## src/rtl/dtpc_pkg.sv

```systemverilog
// Shared types and constants for the depth to point cloud block.
`timescale 1ns / 1ps
package dtpc_pkg;

    localparam int CfgIdxBits = 8;

    localparam logic [CfgIdxBits-1:0] REG_FRAME_SIZE      = 8'd0;
    localparam logic [CfgIdxBits-1:0] REG_INVERSE_FOCAL   = 8'd1;
    localparam logic [CfgIdxBits-1:0] REG_PRINCIPAL_POINT = 8'd2;
    localparam logic [CfgIdxBits-1:0] REG_DEPTH_MODE      = 8'd3;
    localparam logic [CfgIdxBits-1:0] REG_ROTATION_ROW0   = 8'd4;
    localparam logic [CfgIdxBits-1:0] REG_ROTATION_ROW1   = 8'd5;
    localparam logic [CfgIdxBits-1:0] REG_ROTATION_ROW2   = 8'd6;
    localparam logic [CfgIdxBits-1:0] REG_TRANSLATION     = 8'd7;

    localparam logic [4:0] STEP_X_MUL    = 5'd0;
    localparam logic [4:0] STEP_X_LO     = 5'd1;
    localparam logic [4:0] STEP_X_HI     = 5'd2;
    localparam logic [4:0] STEP_Y_MUL    = 5'd3;
    localparam logic [4:0] STEP_Y_LO     = 5'd4;
    localparam logic [4:0] STEP_Y_HI     = 5'd5;
    localparam logic [4:0] STEP_CAM_DONE = 5'd6;
    localparam logic [4:0] STEP_R00      = 5'd7;
    localparam logic [4:0] STEP_R01      = 5'd8;
    localparam logic [4:0] STEP_R02      = 5'd9;
    localparam logic [4:0] STEP_R10      = 5'd10;
    localparam logic [4:0] STEP_R11      = 5'd11;
    localparam logic [4:0] STEP_R12      = 5'd12;
    localparam logic [4:0] STEP_R20      = 5'd13;
    localparam logic [4:0] STEP_R21      = 5'd14;
    localparam logic [4:0] STEP_R22      = 5'd15;
    localparam logic [4:0] STEP_POSE_DONE = 5'd16;

    typedef enum logic [2:0] {
        S_IDLE = 3'b001,
        S_CALC = 3'b010,
        S_OUT  = 3'b100
    } t_state;

    typedef struct packed {
        logic        in_ready;
        logic        load;
        logic        run;
        logic [4:0]  step;
        logic        out_load;
    } t_cmd;

    typedef struct packed {
        logic valid;
        logic last;
        logic pose;
        logic out_free;
    } t_sts;

    typedef struct packed {
        logic [23:0] frame_size;
        logic [63:0] inverse_focal;
        logic [31:0] principal_point;
        logic [17:0] depth_mode;
        logic [47:0] rot0;
        logic [47:0] rot1;
        logic [47:0] rot2;
        logic [59:0] translation;
    } t_cfg;

endpackage

```

## src/rtl/depth_to_point_cloud.sv

```systemverilog
// Depth to point cloud top level: configuration registers and stream ports.
// An invalid pixel that ends no frame goes straight back to idle; a frame end without a point
// goes to the output state; a point is computed by one shared 33x25 multiplier stepping
// through six deprojection and, with the pose on, nine rotation products. One pixel is in
// work at a time, and the output state waits until the output register is free; a finished
// result waits in the output register while the next pixel is taken. Synchronous active-low
// reset restores the configuration defaults and clears the counters and frame state.
`timescale 1ns / 1ps
module depth_to_point_cloud
    import dtpc_pkg::*;
#(
    parameter int COORD_BITS = 12,
    parameter int DEPTH_BITS = 16,
    localparam int InBits = ((DEPTH_BITS + 24 + 7) / 8) * 8
) (
    input  logic                  i_clk,
    input  logic                  i_rst_n,
    input  logic                  i_cfg_valid,
    output logic                  o_cfg_ready,
    input  logic [CfgIdxBits-1:0] i_cfg_addr,
    input  logic [63:0]           i_cfg_data,
    input  logic                  s_axis_tvalid,
    output logic                  s_axis_tready,
    // depth_mm, color_blue, color_green, color_red
    input  logic [InBits-1:0]     s_axis_tdata,
    output logic                  m_axis_tvalid,
    input  logic                  m_axis_tready,
    // point_x, point_y, point_z, out_red, out_green, out_blue
    output logic [87:0]           m_axis_tdata,
    // point_valid, frame_empty
    output logic [1:0]            m_axis_tuser,
    output logic                  m_axis_tlast
);

    t_cfg r_cfg;
    t_cmd cmd;
    t_sts sts;
    logic [19:0] px, py, pz;
    logic [7:0]  cr, cg, cb;
    logic        pv, fe, fm;

    always_ff @(posedge i_clk) begin
        if (!i_rst_n) begin
            r_cfg.frame_size      <= 24'd1966720;
            r_cfg.inverse_focal   <= '0;
            r_cfg.principal_point <= '0;
            r_cfg.depth_mode      <= 18'd65535;
            r_cfg.rot0            <= 48'd16384;
            r_cfg.rot1            <= 48'd1073741824;
            r_cfg.rot2            <= 48'd70368744177664;
            r_cfg.translation     <= '0;
        end else if (i_cfg_valid) begin
            unique case (i_cfg_addr)
                REG_FRAME_SIZE:      r_cfg.frame_size      <= i_cfg_data[23:0];
                REG_INVERSE_FOCAL:   r_cfg.inverse_focal   <= i_cfg_data;
                REG_PRINCIPAL_POINT: r_cfg.principal_point <= i_cfg_data[31:0];
                REG_DEPTH_MODE:      r_cfg.depth_mode      <= i_cfg_data[17:0];
                REG_ROTATION_ROW0:   r_cfg.rot0            <= i_cfg_data[47:0];
                REG_ROTATION_ROW1:   r_cfg.rot1            <= i_cfg_data[47:0];
                REG_ROTATION_ROW2:   r_cfg.rot2            <= i_cfg_data[47:0];
                REG_TRANSLATION:     r_cfg.translation     <= i_cfg_data[59:0];
                default:             r_cfg                 <= r_cfg;
            endcase
        end
    end

    assign o_cfg_ready = 1'b1;

    dtpc_ctrl u_ctrl (
        .i_clk      (i_clk),
        .i_rst_n    (i_rst_n),
        .i_s_tvalid (s_axis_tvalid),
        .i_sts      (sts),
        .o_cmd      (cmd)
    );

    dtpc_dp #(
        .COORD_BITS (COORD_BITS),
        .DEPTH_BITS (DEPTH_BITS)
    ) u_dp (
        .i_clk         (i_clk),
        .i_rst_n       (i_rst_n),
        .i_cmd         (cmd),
        .i_cfg         (r_cfg),
        .i_depth       (s_axis_tdata[DEPTH_BITS-1:0]),
        .i_blue        (s_axis_tdata[DEPTH_BITS+7:DEPTH_BITS]),
        .i_green       (s_axis_tdata[DEPTH_BITS+15:DEPTH_BITS+8]),
        .i_red         (s_axis_tdata[DEPTH_BITS+23:DEPTH_BITS+16]),
        .i_out_ready   (m_axis_tready),
        .o_sts         (sts),
        .o_out_valid   (m_axis_tvalid),
        .o_x           (px),
        .o_y           (py),
        .o_z           (pz),
        .o_red         (cr),
        .o_green       (cg),
        .o_blue        (cb),
        .o_point_valid (pv),
        .o_frame_end   (fe),
        .o_frame_empty (fm)
    );

    assign s_axis_tready = cmd.in_ready;
    assign m_axis_tdata  = {4'b0, cb, cg, cr, pz, py, px};
    assign m_axis_tuser  = {fm, pv};
    assign m_axis_tlast  = fe;

endmodule

```

## src/rtl/dtpc_ctrl.sv

```systemverilog
// Sequencer that steps the datapath through one pixel request.
`timescale 1ns / 1ps
module dtpc_ctrl
    import dtpc_pkg::*;
(
    input  logic i_clk,
    input  logic i_rst_n,
    input  logic i_s_tvalid,
    input  t_sts i_sts,
    output t_cmd o_cmd
);

    t_state     r_state, n_state;
    logic [4:0] r_step, n_step;

    always_comb begin
        n_state = r_state;
        n_step  = r_step;
        o_cmd   = '0;
        unique case (r_state)
            S_IDLE: begin
                o_cmd.in_ready = 1'b1;
                if (i_s_tvalid) begin
                    o_cmd.load = 1'b1;
                    n_state    = S_CALC;
                    n_step     = STEP_X_MUL;
                end
            end
            S_CALC: begin
                if (r_step == STEP_X_MUL && !i_sts.valid) begin
                    n_state = i_sts.last ? S_OUT : S_IDLE;
                end else begin
                    o_cmd.run  = 1'b1;
                    o_cmd.step = r_step;
                    if ((r_step == STEP_CAM_DONE && !i_sts.pose) ||
                        r_step == STEP_POSE_DONE) begin
                        n_state = S_OUT;
                    end else begin
                        n_step = r_step + 5'd1;
                    end
                end
            end
            S_OUT: begin
                if (i_sts.out_free) begin
                    o_cmd.out_load = 1'b1;
                    n_state        = S_IDLE;
                end
            end
            default: n_state = S_IDLE;
        endcase
    end

    always_ff @(posedge i_clk) begin
        if (!i_rst_n) begin
            r_state <= S_IDLE;
            r_step  <= '0;
        end else begin
            r_state <= n_state;
            r_step  <= n_step;
        end
    end

endmodule

```

## src/rtl/dtpc_dp.sv

```systemverilog
// Datapath: pixel counters, shared multiplier, deprojection, pose and output register.
`timescale 1ns / 1ps
module dtpc_dp
    import dtpc_pkg::*;
#(
    parameter int COORD_BITS = 12,
    parameter int DEPTH_BITS = 16
) (
    input  logic                  i_clk,
    input  logic                  i_rst_n,
    input  t_cmd                  i_cmd,
    input  t_cfg                  i_cfg,
    input  logic [DEPTH_BITS-1:0] i_depth,
    input  logic [7:0]            i_blue,
    input  logic [7:0]            i_green,
    input  logic [7:0]            i_red,
    input  logic                  i_out_ready,
    output t_sts                  o_sts,
    output logic                  o_out_valid,
    output logic [19:0]           o_x,
    output logic [19:0]           o_y,
    output logic [19:0]           o_z,
    output logic [7:0]            o_red,
    output logic [7:0]            o_green,
    output logic [7:0]            o_blue,
    output logic                  o_point_valid,
    output logic                  o_frame_end,
    output logic                  o_frame_empty
);

    function automatic logic signed [19:0] sat_mag(input logic [45:0] q, input logic neg);
        logic signed [19:0] r;
        if (neg) begin
            r = (q >= 46'd524288) ? -20'sd524288 : 20'(-$signed({1'b0, q}));
        end else begin
            r = (q >= 46'd524287) ? 20'sd524287 : 20'(q);
        end
        return r;
    endfunction

    function automatic logic signed [19:0] deproj(input logic [45:0] phi,
                                                 input logic [55:0] plo,
                                                 input logic        neg);
        logic [46:0] s;
        logic [45:0] q;
        s = {1'b0, phi} + 47'(({1'b0, plo} + 57'h8_0000_0000) >> 32);
        q = 46'(s >> 4);
        return sat_mag(q, neg);
    endfunction

    function automatic logic signed [19:0] rot_out(input logic signed [37:0] s,
                                                  input logic signed [19:0] t);
        logic        neg;
        logic [37:0] mag;
        logic [23:0] q;
        logic signed [26:0] v;
        neg = s[37];
        mag = neg ? 38'(-s) : 38'(s);
        q   = 24'((mag + 38'd8192) >> 14);
        v   = (neg ? -$signed({3'b0, q}) : $signed({3'b0, q})) + 27'(t);
        if (v > 27'sd524287) begin
            return 20'sd524287;
        end else if (v < -27'sd524288) begin
            return -20'sd524288;
        end
        return 20'(v);
    endfunction

    logic [COORD_BITS-1:0] r_col, r_row;
    logic                  r_any;
    logic [DEPTH_BITS-1:0] r_d;
    logic [7:0]            r_cr, r_cg, r_cb;
    logic                  r_valid, r_last, r_empty;
    logic [20:0]           r_magx, r_magy;
    logic                  r_negx, r_negy;
    logic signed [57:0]    r_prod;
    logic [20:0]           r_mhi;
    logic [55:0]           r_plo;
    logic signed [19:0]    r_cx, r_cy, r_cz, r_rx, r_ry, r_rz;
    logic signed [37:0]    r_acc;
    logic                  r_ovalid;

    logic [15:0]           wm1, hm1;
    logic [COORD_BITS-1:0] wlast, hlast;
    logic                  pix_valid, pix_last;
    logic [23:0]           d24;
    logic signed [21:0]    dx, dy;
    logic signed [32:0]    mul_a;
    logic signed [24:0]    mul_b;
    logic signed [37:0]    row_sum;
    logic                  pose_on;

    assign wm1      = {4'b0, i_cfg.frame_size[11:0]} - 16'd1;
    assign hm1      = {4'b0, i_cfg.frame_size[23:12]} - 16'd1;
    assign wlast    = wm1[COORD_BITS-1:0];
    assign hlast    = hm1[COORD_BITS-1:0];
    assign d24      = 24'(i_depth);
    assign pix_valid = (d24 != 24'd0) && (d24 < {8'b0, i_cfg.depth_mode[15:0]});
    assign pix_last = (r_col == wlast) && (r_row == hlast);
    assign dx = $signed({2'b0, 16'(r_col), 4'b0}) - $signed({6'b0, i_cfg.principal_point[15:0]});
    assign dy = $signed({2'b0, 16'(r_row), 4'b0})
              - $signed({6'b0, i_cfg.principal_point[31:16]});
    assign pose_on  = i_cfg.depth_mode[17];
    assign row_sum  = r_acc + r_prod[37:0];

    always_comb begin
        mul_a = '0;
        mul_b = '0;
        unique case (i_cmd.step)
            STEP_X_MUL: begin
                mul_a = $signed({1'b0, i_cfg.inverse_focal[31:0]});
                mul_b = $signed({4'b0, r_magx});
            end
            STEP_Y_MUL: begin
                mul_a = $signed({1'b0, i_cfg.inverse_focal[63:32]});
                mul_b = $signed({4'b0, r_magy});
            end
            STEP_X_LO, STEP_Y_LO: begin
                mul_a = $signed({1'b0, r_prod[31:0]});
                mul_b = $signed(25'(r_d));
            end
            STEP_X_HI, STEP_Y_HI: begin
                mul_a = $signed(33'(r_mhi));
                mul_b = $signed(25'(r_d));
            end
            STEP_R00: begin mul_a = 33'($signed(i_cfg.rot0[15:0]));  mul_b = 25'(r_cx); end
            STEP_R01: begin mul_a = 33'($signed(i_cfg.rot0[31:16])); mul_b = 25'(r_cy); end
            STEP_R02: begin mul_a = 33'($signed(i_cfg.rot0[47:32])); mul_b = 25'(r_cz); end
            STEP_R10: begin mul_a = 33'($signed(i_cfg.rot1[15:0]));  mul_b = 25'(r_cx); end
            STEP_R11: begin mul_a = 33'($signed(i_cfg.rot1[31:16])); mul_b = 25'(r_cy); end
            STEP_R12: begin mul_a = 33'($signed(i_cfg.rot1[47:32])); mul_b = 25'(r_cz); end
            STEP_R20: begin mul_a = 33'($signed(i_cfg.rot2[15:0]));  mul_b = 25'(r_cx); end
            STEP_R21: begin mul_a = 33'($signed(i_cfg.rot2[31:16])); mul_b = 25'(r_cy); end
            STEP_R22: begin mul_a = 33'($signed(i_cfg.rot2[47:32])); mul_b = 25'(r_cz); end
            default: begin
                mul_a = '0;
                mul_b = '0;
            end
        endcase
    end

    always_ff @(posedge i_clk) begin
        if (!i_rst_n) begin
            r_col    <= '0;
            r_row    <= '0;
            r_any    <= 1'b0;
            r_valid  <= 1'b0;
            r_last   <= 1'b0;
            r_ovalid <= 1'b0;
        end else begin
            if (i_cmd.load) begin
                if (r_col == wlast) begin
                    r_col <= '0;
                    r_row <= (r_row == hlast) ? '0 : r_row + 1'b1;
                end else begin
                    r_col <= r_col + 1'b1;
                end
                r_valid <= pix_valid;
                r_last  <= pix_last;
                if (pix_last) begin
                    r_any <= 1'b0;
                end else if (pix_valid) begin
                    r_any <= 1'b1;
                end
            end
            if (i_cmd.out_load) begin
                r_ovalid <= 1'b1;
            end else if (i_out_ready) begin
                r_ovalid <= 1'b0;
            end
        end
    end

    always_ff @(posedge i_clk) begin
        r_prod <= mul_a * mul_b;
        if (i_cmd.load) begin
            r_d     <= i_depth;
            r_empty <= !(r_any || pix_valid);
            r_cr    <= i_cfg.depth_mode[16] ? i_red : 8'd0;
            r_cg    <= i_cfg.depth_mode[16] ? i_green : 8'd0;
            r_cb    <= i_cfg.depth_mode[16] ? i_blue : 8'd0;
            r_negx  <= dx[21];
            r_negy  <= dy[21];
            r_magx  <= dx[21] ? 21'(-dx) : 21'(dx);
            r_magy  <= dy[21] ? 21'(-dy) : 21'(dy);
        end
        if (i_cmd.run) begin
            unique case (i_cmd.step)
                STEP_X_LO, STEP_Y_LO: r_mhi <= r_prod[52:32];
                STEP_X_HI, STEP_Y_HI: r_plo <= r_prod[55:0];
                STEP_Y_MUL: r_cx <= deproj(r_prod[45:0], r_plo, r_negx);
                STEP_CAM_DONE: begin
                    r_cy <= deproj(r_prod[45:0], r_plo, r_negy);
                    r_cz <= (24'(r_d) > 24'd524287) ? 20'sd524287 : 20'(r_d);
                end
                STEP_R01, STEP_R11, STEP_R21: r_acc <= r_prod[37:0];
                STEP_R02, STEP_R12, STEP_R22: r_acc <= row_sum;
                STEP_R10: r_rx <= rot_out(row_sum, $signed(i_cfg.translation[19:0]));
                STEP_R20: r_ry <= rot_out(row_sum, $signed(i_cfg.translation[39:20]));
                STEP_POSE_DONE: r_rz <= rot_out(row_sum, $signed(i_cfg.translation[59:40]));
                default: r_acc <= r_acc;
            endcase
        end
        if (i_cmd.out_load) begin
            o_x           <= r_valid ? (pose_on ? r_rx : r_cx) : 20'd0;
            o_y           <= r_valid ? (pose_on ? r_ry : r_cy) : 20'd0;
            o_z           <= r_valid ? (pose_on ? r_rz : r_cz) : 20'd0;
            o_red         <= r_valid ? r_cr : 8'd0;
            o_green       <= r_valid ? r_cg : 8'd0;
            o_blue        <= r_valid ? r_cb : 8'd0;
            o_point_valid <= r_valid;
            o_frame_end   <= r_last;
            o_frame_empty <= r_last && r_empty;
        end
    end

    assign o_out_valid    = r_ovalid;
    assign o_sts.valid    = r_valid;
    assign o_sts.last     = r_last;
    assign o_sts.pose     = pose_on;
    assign o_sts.out_free = !r_ovalid || i_out_ready;

endmodule

```

## config.mk

```make
export PLATFORM = sky130hd
export DESIGN_NAME = depth_to_point_cloud
export DESIGN_NICKNAME = d
export VERILOG_FILES = /design/src/rtl/dtpc_pkg.sv /design/src/rtl/depth_to_point_cloud.sv /design/src/rtl/dtpc_ctrl.sv /design/src/rtl/dtpc_dp.sv
export SDC_FILE = /design/constraint.sdc
export NUM_CORES = 2
export LEC_CHECK = 0
export ABC_AREA = 1
export BUFFER_PORTS_ARGS = -buffer_cell sky130_fd_sc_hd__buf_2
export CELL_PAD_IN_SITES_DETAIL_PLACEMENT = 2
export CELL_PAD_IN_SITES_GLOBAL_PLACEMENT = 2
export CORE_ASPECT_RATIO = 0.7
export CORE_MARGIN = 3
export CORE_UTILIZATION = 39
export DETAILED_ROUTE_END_ITERATION = 7
export GPL_TIMING_DRIVEN = 0
export PLACE_DENSITY_LB_ADDON = 0.25
export SETUP_SLACK_MARGIN = 0.2
export SYNTH_ARGS = -nofsm -noshare
export SYNTH_HDL_FRONTEND = slang
export SYNTH_SLANG_ARGS = --single-unit
export TNS_END_PERCENT = 5
```

## constraint.sdc

```tcl
create_clock -name i_clk -period 13.9 [get_ports i_clk]
set_clock_uncertainty 0.05 [all_clocks]
set_input_delay 3.475 -clock i_clk [delete_from_list [all_inputs] [get_ports i_clk]]
set_output_delay 3.475 -clock i_clk [all_outputs]
set_load 0.1 [all_outputs]
```

Yosys cells after proc, flatten, opt, wreduce, memory -nomap -nowiden
Cells that the tools add are included.
{"block": "classes", "n_addsub": 19, "mul": 1, "div": 0, "n_lt_le_gt_ge": 9, "eq_ne": 35, "shift": 0, "n_mux": 57, "bitwise_logic": 0, "n_reduce_logical": 47}
{"cell": "$pmux W33 S13", "count": 1}
{"cell": "$mux W20", "count": 15}
{"cell": "$pmux W25 S6", "count": 1}
{"cell": "$add A27 B20 Y27", "count": 3}
{"cell": "$gt A27 B20 Y1 const B", "count": 3}
{"cell": "$lt A27 B20 Y1 const B", "count": 3}
{"cell": "$pmux W38 S2", "count": 1}
{"cell": "$add A56 B36 Y57 const B", "count": 1}
{"cell": "$mul A33 B25 Y56", "count": 1}
{"cell": "$add A46 B25 Y47", "count": 1}
{"cell": "$ge A43 B19 Y1 const B", "count": 1}
{"cell": "$ge A43 B20 Y1 const B", "count": 1}
{"cell": "$mux W21", "count": 2}
{"cell": "$neg A17 Y21", "count": 2}
{"cell": "$eq A5 B4 Y1 const B", "count": 8}
{"cell": "$add A38 B14 Y38 const B", "count": 1}
{"cell": "$add A38 B38 Y38", "count": 1}
{"cell": "$mux W38", "count": 1}
{"cell": "$neg A38 Y38", "count": 1}
{"cell": "$reduce_and A2 Y1", "count": 19}
{"cell": "$sub A16 B16 Y17", "count": 2}
{"cell": "$eq A8 B3 Y1 const B", "count": 4}
{"cell": "$mux W27", "count": 1}
{"cell": "$neg A24 Y27", "count": 1}
{"cell": "other kinds (38)", "count": 93}
{"block": "totals", "regBits": 837, "latch_bits": 0, "ramBits": 0, "rom_bits": 0, "output_inout_bits": 94, "word_cells": 213, "mem_count": 0}

Longest topological paths before layout
{"block": "depth", "depth_word": 13, "ltp_mapped": 60}

Modules after synthesis
From an unflattened synthesis, not the netlist that was laid out.
{"block": "unflattened", "cells_unflattened": 9644, "area_unflattened_um2": 75492.4}
{"mod": "dtpc_dp", "n_inst": 1, "cells_each": 7582, "area_per_inst_um2": 60859.6, "seq_area_each_um2": 12822.3}
{"mod": "depth_to_point_cloud", "n_inst": 1, "cells_each": 1962, "area_per_inst_um2": 13998.4, "seq_area_each_um2": 6846.6}
{"mod": "dtpc_ctrl", "n_inst": 1, "cells_each": 100, "area_per_inst_um2": 634.4, "seq_area_each_um2": 160.2}

Worst setup path before layout
Ideal clock, no wire load.
{"block": "synth_timing", "path_kind": "input to register", "startpoint": "input m_axis_tready", "endpoint": "register u_dp.r_row[11]", "setup_time_ns": 0.135, "arrival_time_ns": 9.599, "t_required_ns": 13.715, "slack_ns": 4.116, "stages": 16, "cell_sequence": "nor2_1 inv_1 o221ai_1 nor2_1 inv_1 nor2_1 inv_1 nor2_1 nand2_1 nor2_1 nand4_1 nor2_1 inv_1 nor2_1 and3_1 nor3_1"}
{"element": "start: declaration", "line": "depth_to_point_cloud.sv:27", "source": "input logic m_axis_tready,"}
{"element": "end signal: assignment", "line": "dtpc_dp.sv:154", "source": "r_row <= (r_row == hlast) ? '0 : r_row + 1'b1;"}
{"element": "end: declaration", "line": "dtpc_dp.sv:69", "source": "logic [COORD_BITS-1:0] r_col, r_row;"}

Final worst setup path
{"block": "layout_timing", "startpoint": "register u_ctrl.r_step[2]", "endpoint": "register u_dp.r_prod[54]"}
{"block": "layout_via", "elab_chain_cells": 8, "elab_cells_between_ends": 28, "cone_classes": "mul (1); eq/ne (14); mux (4); reduce/logical (9)"}
{"element": "start: declaration", "line": "dtpc_ctrl.sv:14", "source": "logic [4:0] r_step, n_step;"}
{"element": "start signal: assignment", "line": "dtpc_ctrl.sv:59", "source": "r_step <= n_step;"}
{"element": "$logic_not A5 Y1", "line": "dtpc_ctrl.sv:30", "source": "if (r_step == STEP_X_MUL && !i_sts.valid) begin"}
{"element": "$logic_and A1 B1 Y1", "line": "dtpc_ctrl.sv:30"}
{"element": "$mux W6 (*)", "line": "dtpc_ctrl.sv:30"}
{"element": "$mux W6 (*)", "line": "dtpc_ctrl.sv:20", "source": "unique case (r_state)"}
{"element": "$eq A5 B2 Y1 (tied with other cells)", "line": "dtpc_dp.sv:109", "source": "unique case (i_cmd.step)"}
{"element": "$reduce_or A2 Y1 (tied with other cells)", "line": "dtpc_dp.sv:109"}
{"element": "$pmux W33 S13 / $pmux W25 S6 (equally long branches)", "line": "dtpc_dp.sv:109"}
{"element": "$mul A33 B25 Y56 (*)", "line": "dtpc_dp.sv:175", "source": "r_prod <= mul_a * mul_b;"}
{"element": "end signal: assignment", "line": "dtpc_dp.sv:175"}
{"element": "end: declaration", "line": "dtpc_dp.sv:76", "source": "logic signed [57:0] r_prod;"}
Every way passes the cells marked *; elsewhere a longest branch is shown, timed or not.
A chain may end at the register's enable or synchronous reset.

==> results.ini <==
[timing]
hold_violations = 0
setup_ws_ns = 0.3879
drv_slew = 0
setup_viol = 0
rsz0062_at_grt = true
tightest_slew_ns = 1.482
fin_crit_sh_pct = 97.21
relSlewSlack_pct = 0.9985
period_needed_ns = 13.51
fmax_ghz = 0.07401

[floorplan]
coreArea_mm2 = 0.1860
initial_core_util_pct = 39.45
rows = 132
die_width_um = 524.4
dieHeight_um = 368.9
die_area_mm2 = 0.1935
top_level_ports = 211

[drt]
wire_per_inst_um = 30.65
via_per_inst = 5.763
met2_length_mm = 153.4
drc = 0
wl_met1_mm = 162.0
highest_layer = met5
vias = 69760
drtPass1Iterations = 6
met3WireLength_mm = 39.00
drt_iter0_markers = 7561
drt_wl_total_mm = 371.0
antenna_left = 0

[status]
violations = capacitance limit
status = finished, violations left

[worst_hold_path]
hp-start = u_dp.r_prod[53]$_DFF_P_
whs_endpoint = u_dp.r_plo[53]$_DFFE_PP_
hold_path_depth = 0
hold_path_class = flop to flop

[worst_setup_path]
endpoint_kind = flop
path_buf_inv = 12
cp_max_fo = 10
worstPathArrival_ns = 14.05
slowest_stage = nor3_1
path_depth = 39
r2r_end = u_dp.r_prod[54]$_DFF_P_
r2r_cells = 39
crit_type = flop to flop
path_delay_family = adder cells
setup.worst_path.start_class = flop
crit_path_max_incr_delay_ns = 1.21
worstPathRequired_ns = 14.44
ff2ff_setup_slack_ns = 0.39
rr_startpoint = u_ctrl.r_step[2]$_SDFFE_PN0P_

[synth]
ys_async_sr_fraction_pct = 0
ys_ff_latch = 805
netlist_area_mm2 = 0.07337
synth_ff_type = dfxtp_1
synth_seq_area_share_pct = 27.03
synth_edf_count = 371
syn_inst = 9199
yosysUniqueCellTypes = 64
yosys_warnings = 0
avgSynthCellArea_um2 = 7.976

[global_routing]
grt_first_pass_wirelength_mm = 529.3
grt_pass1_vias = 74160
antenna_found_initial = 51
grt_max_degree = 34
track_usage_pct = 37.61
overflow = 0

[placement]
gp_congestion = 1.014
hpwl_mm = 309.0
io_buffers = 204
pre_cts_ws_ns = -0.5044

[clock_tree]
cts_made_buffers = 90
cts-root-buf = clkbuf_16
htreeDepth = 3
path_clk_slew_ns = 0.06
clk_latency_ns = 0.74
cts.sinks = 805
cts-hold-fix-buffers = 0
clock_path_buffers = 3
cts_tree = built

[finish]
fin_util_pct = 43.69
final_common_cell = nand2_1
drive_gt1_share_pct = 6.098
fillers = 21260
layout_common_cells = nand2_1 (1994), inv_1 (1773), nor2_1 (852)
nets = 10830
syn_to_final_growth_pct = 10.72

[run]
drv_cap = 1

[power]
power.leakage_nw = 39.68
power_density_mw_per_mm2 = 98.54
ir_worst_vdd_v = 0.0001000

==> cell usage after synthesis (11+ instances only) <==
master / instances / area share, %
ha_1: 352 / 6.0
nand2_2: 26 / 0.22
xnor2_1: 92 / 1.1
o21a_1: 18 / 0.18
nand3_2: 20 / 0.27
nor3b_1: 12 / 0.12
nand2_1: 1996 / 10
a31oi_1: 13 / 0.11
a21oi_1: 465 / 3.2
a211oi_1: 20 / 0.20
nand3_1: 231 / 1.6
inv_2: 29 / 0.15
nor4_1: 35 / 0.30
fa_1: 828 / 23
clkbuf_1: 299 / 1.5
nor2_1: 859 / 4.4
o21ai_0: 529 / 3.6
dfxtp_1: 434 / 12
nand2_4: 14 / 0.21
a221oi_1: 22 / 0.26
xor2_1: 216 / 2.6
a32o_1: 11 / 0.15
nand4_1: 102 / 0.87
o22ai_1: 27 / 0.23
clkinv_1: 20 / 0.10
a22o_1: 57 / 0.68
or2_2: 12 / 0.10
o211ai_1: 34 / 0.35
nor3_1: 108 / 0.74
and2_1: 18 / 0.15
o21bai_1: 19 / 0.19
nor2_2: 19 / 0.16
inv_1: 1773 / 9.1
edfxtp_1: 371 / 15
==> final cells by class <==
class,instances,area [µm²],share of cell area (%)
Antenna cell,17,42.54,0.05236
Buffer,328,1355,1.668
Clock buffer,133,2586,3.183
Clock inverter,37,521.8,0.6422
Inverter,1823,6845,8.426
Multi-Input combinational cell,6254,45600,56.12
Sequential cell,805,19830,24.41
Tap cell,2479,3102,3.818
Timing Repair Buffer,229,1364,1.679
==> per-layer routing <==
metal / vias up / global-route usage (%)
met5: - / 0
met2: 3327 / 54.52
met1: 36370 / 53.97
li1: 29340 / -
met3: 697 / 9.105
met4: 28 / 14.24
==> worst register-to-register path: cells and delay by family (launching register included) <==
family | cells | cell delay [ns]
xor+xnor | 1 | 0.18
compound gates | 5 | 2.04
simple gates | 13 | 3.73
fa+ha+maj | 8 | 3.75
flops | 1 | 0.36
buf+inv | 12 | 3.25
==> through the flow <==
stage               TNS, ns  power [mW]  instances  hold slack [ns]  cell area, µm²
detailed placement   -2.240       5.286      11920           0.3543           77970
global placement     -53.10       5.183      11890           0.3468           77540
finish                    0       8.006      12110           0.3649           81240
global route              0       8.198      12090           0.3789           81200
floorplan                 0       4.053       9210           0.3355           73410
CTS                       0       7.898      12090           0.3685           81120
==> repair_timing <==
item                                   4_1_cts  5_1_grt
endpoints found under the hold margin        0        0
setup buffers                                0        0
pin swaps                                    0        0
resized for setup                           12       52
setup endpoints to repair                   11       15
==> cells by family after synthesis <==
kind of cell / Yosys count / share of synthesized area (%)
AOI/OAI and AO/OA: 1267 / 9.741
and+or+nand+nor: 3484 / 19.78
adders and majority gates: 1180 / 28.59
xor gates and xnor gates: 310 / 3.721
buffers and inverters: 2151 / 11.13
DFF: 805 / 27.03
other: 2 / 0.01024
==> power by group <==
group | switching, mW | internal [mW] | total, mW
registers | 0.111 | 2.73 | 2.84
clock network | 1.16 | 1.45 | 2.62
logic | 2.08 | 0.465 | 2.54
==> registers in the layout, summed over array words and instances (netlist names), 21 cells and up <==
| name | count |
|---|---|
| r_cfg | 342 |
| u_dp.r_acc | 38 |
| u_dp.r_magx | 21 |
| u_dp.r_magy | 21 |
| u_dp.r_mhi | 21 |
| u_dp.r_plo | 24 |
| u_dp.r_prod | 56 |
==> worst max-delay path by stage <==
stage,start,endpoint,slack [ns]
after floorplan,m_axis_tready,u_dp.r_row[11]$_SDFFE_PN0P_,4.12
after global placement,s_axis_tvalid,u_dp.r_row[11]$_SDFFE_PN0P_,-2.38
after detailed placement,u_ctrl.r_step[3]$_SDFFE_PN0P_,u_dp.r_prod[53]$_DFF_P_,-0.50
after CTS,u_ctrl.r_step[2]$_SDFFE_PN0P_,u_dp.r_prod[53]$_DFF_P_,0.25
after global routing,u_ctrl.r_step[2]$_SDFFE_PN0P_,u_dp.r_prod[53]$_DFF_P_,0.1
final,u_ctrl.r_step[2]$_SDFFE_PN0P_,u_dp.r_prod[54]$_DFF_P_,0.39
(Power assumes the default switching activity.)
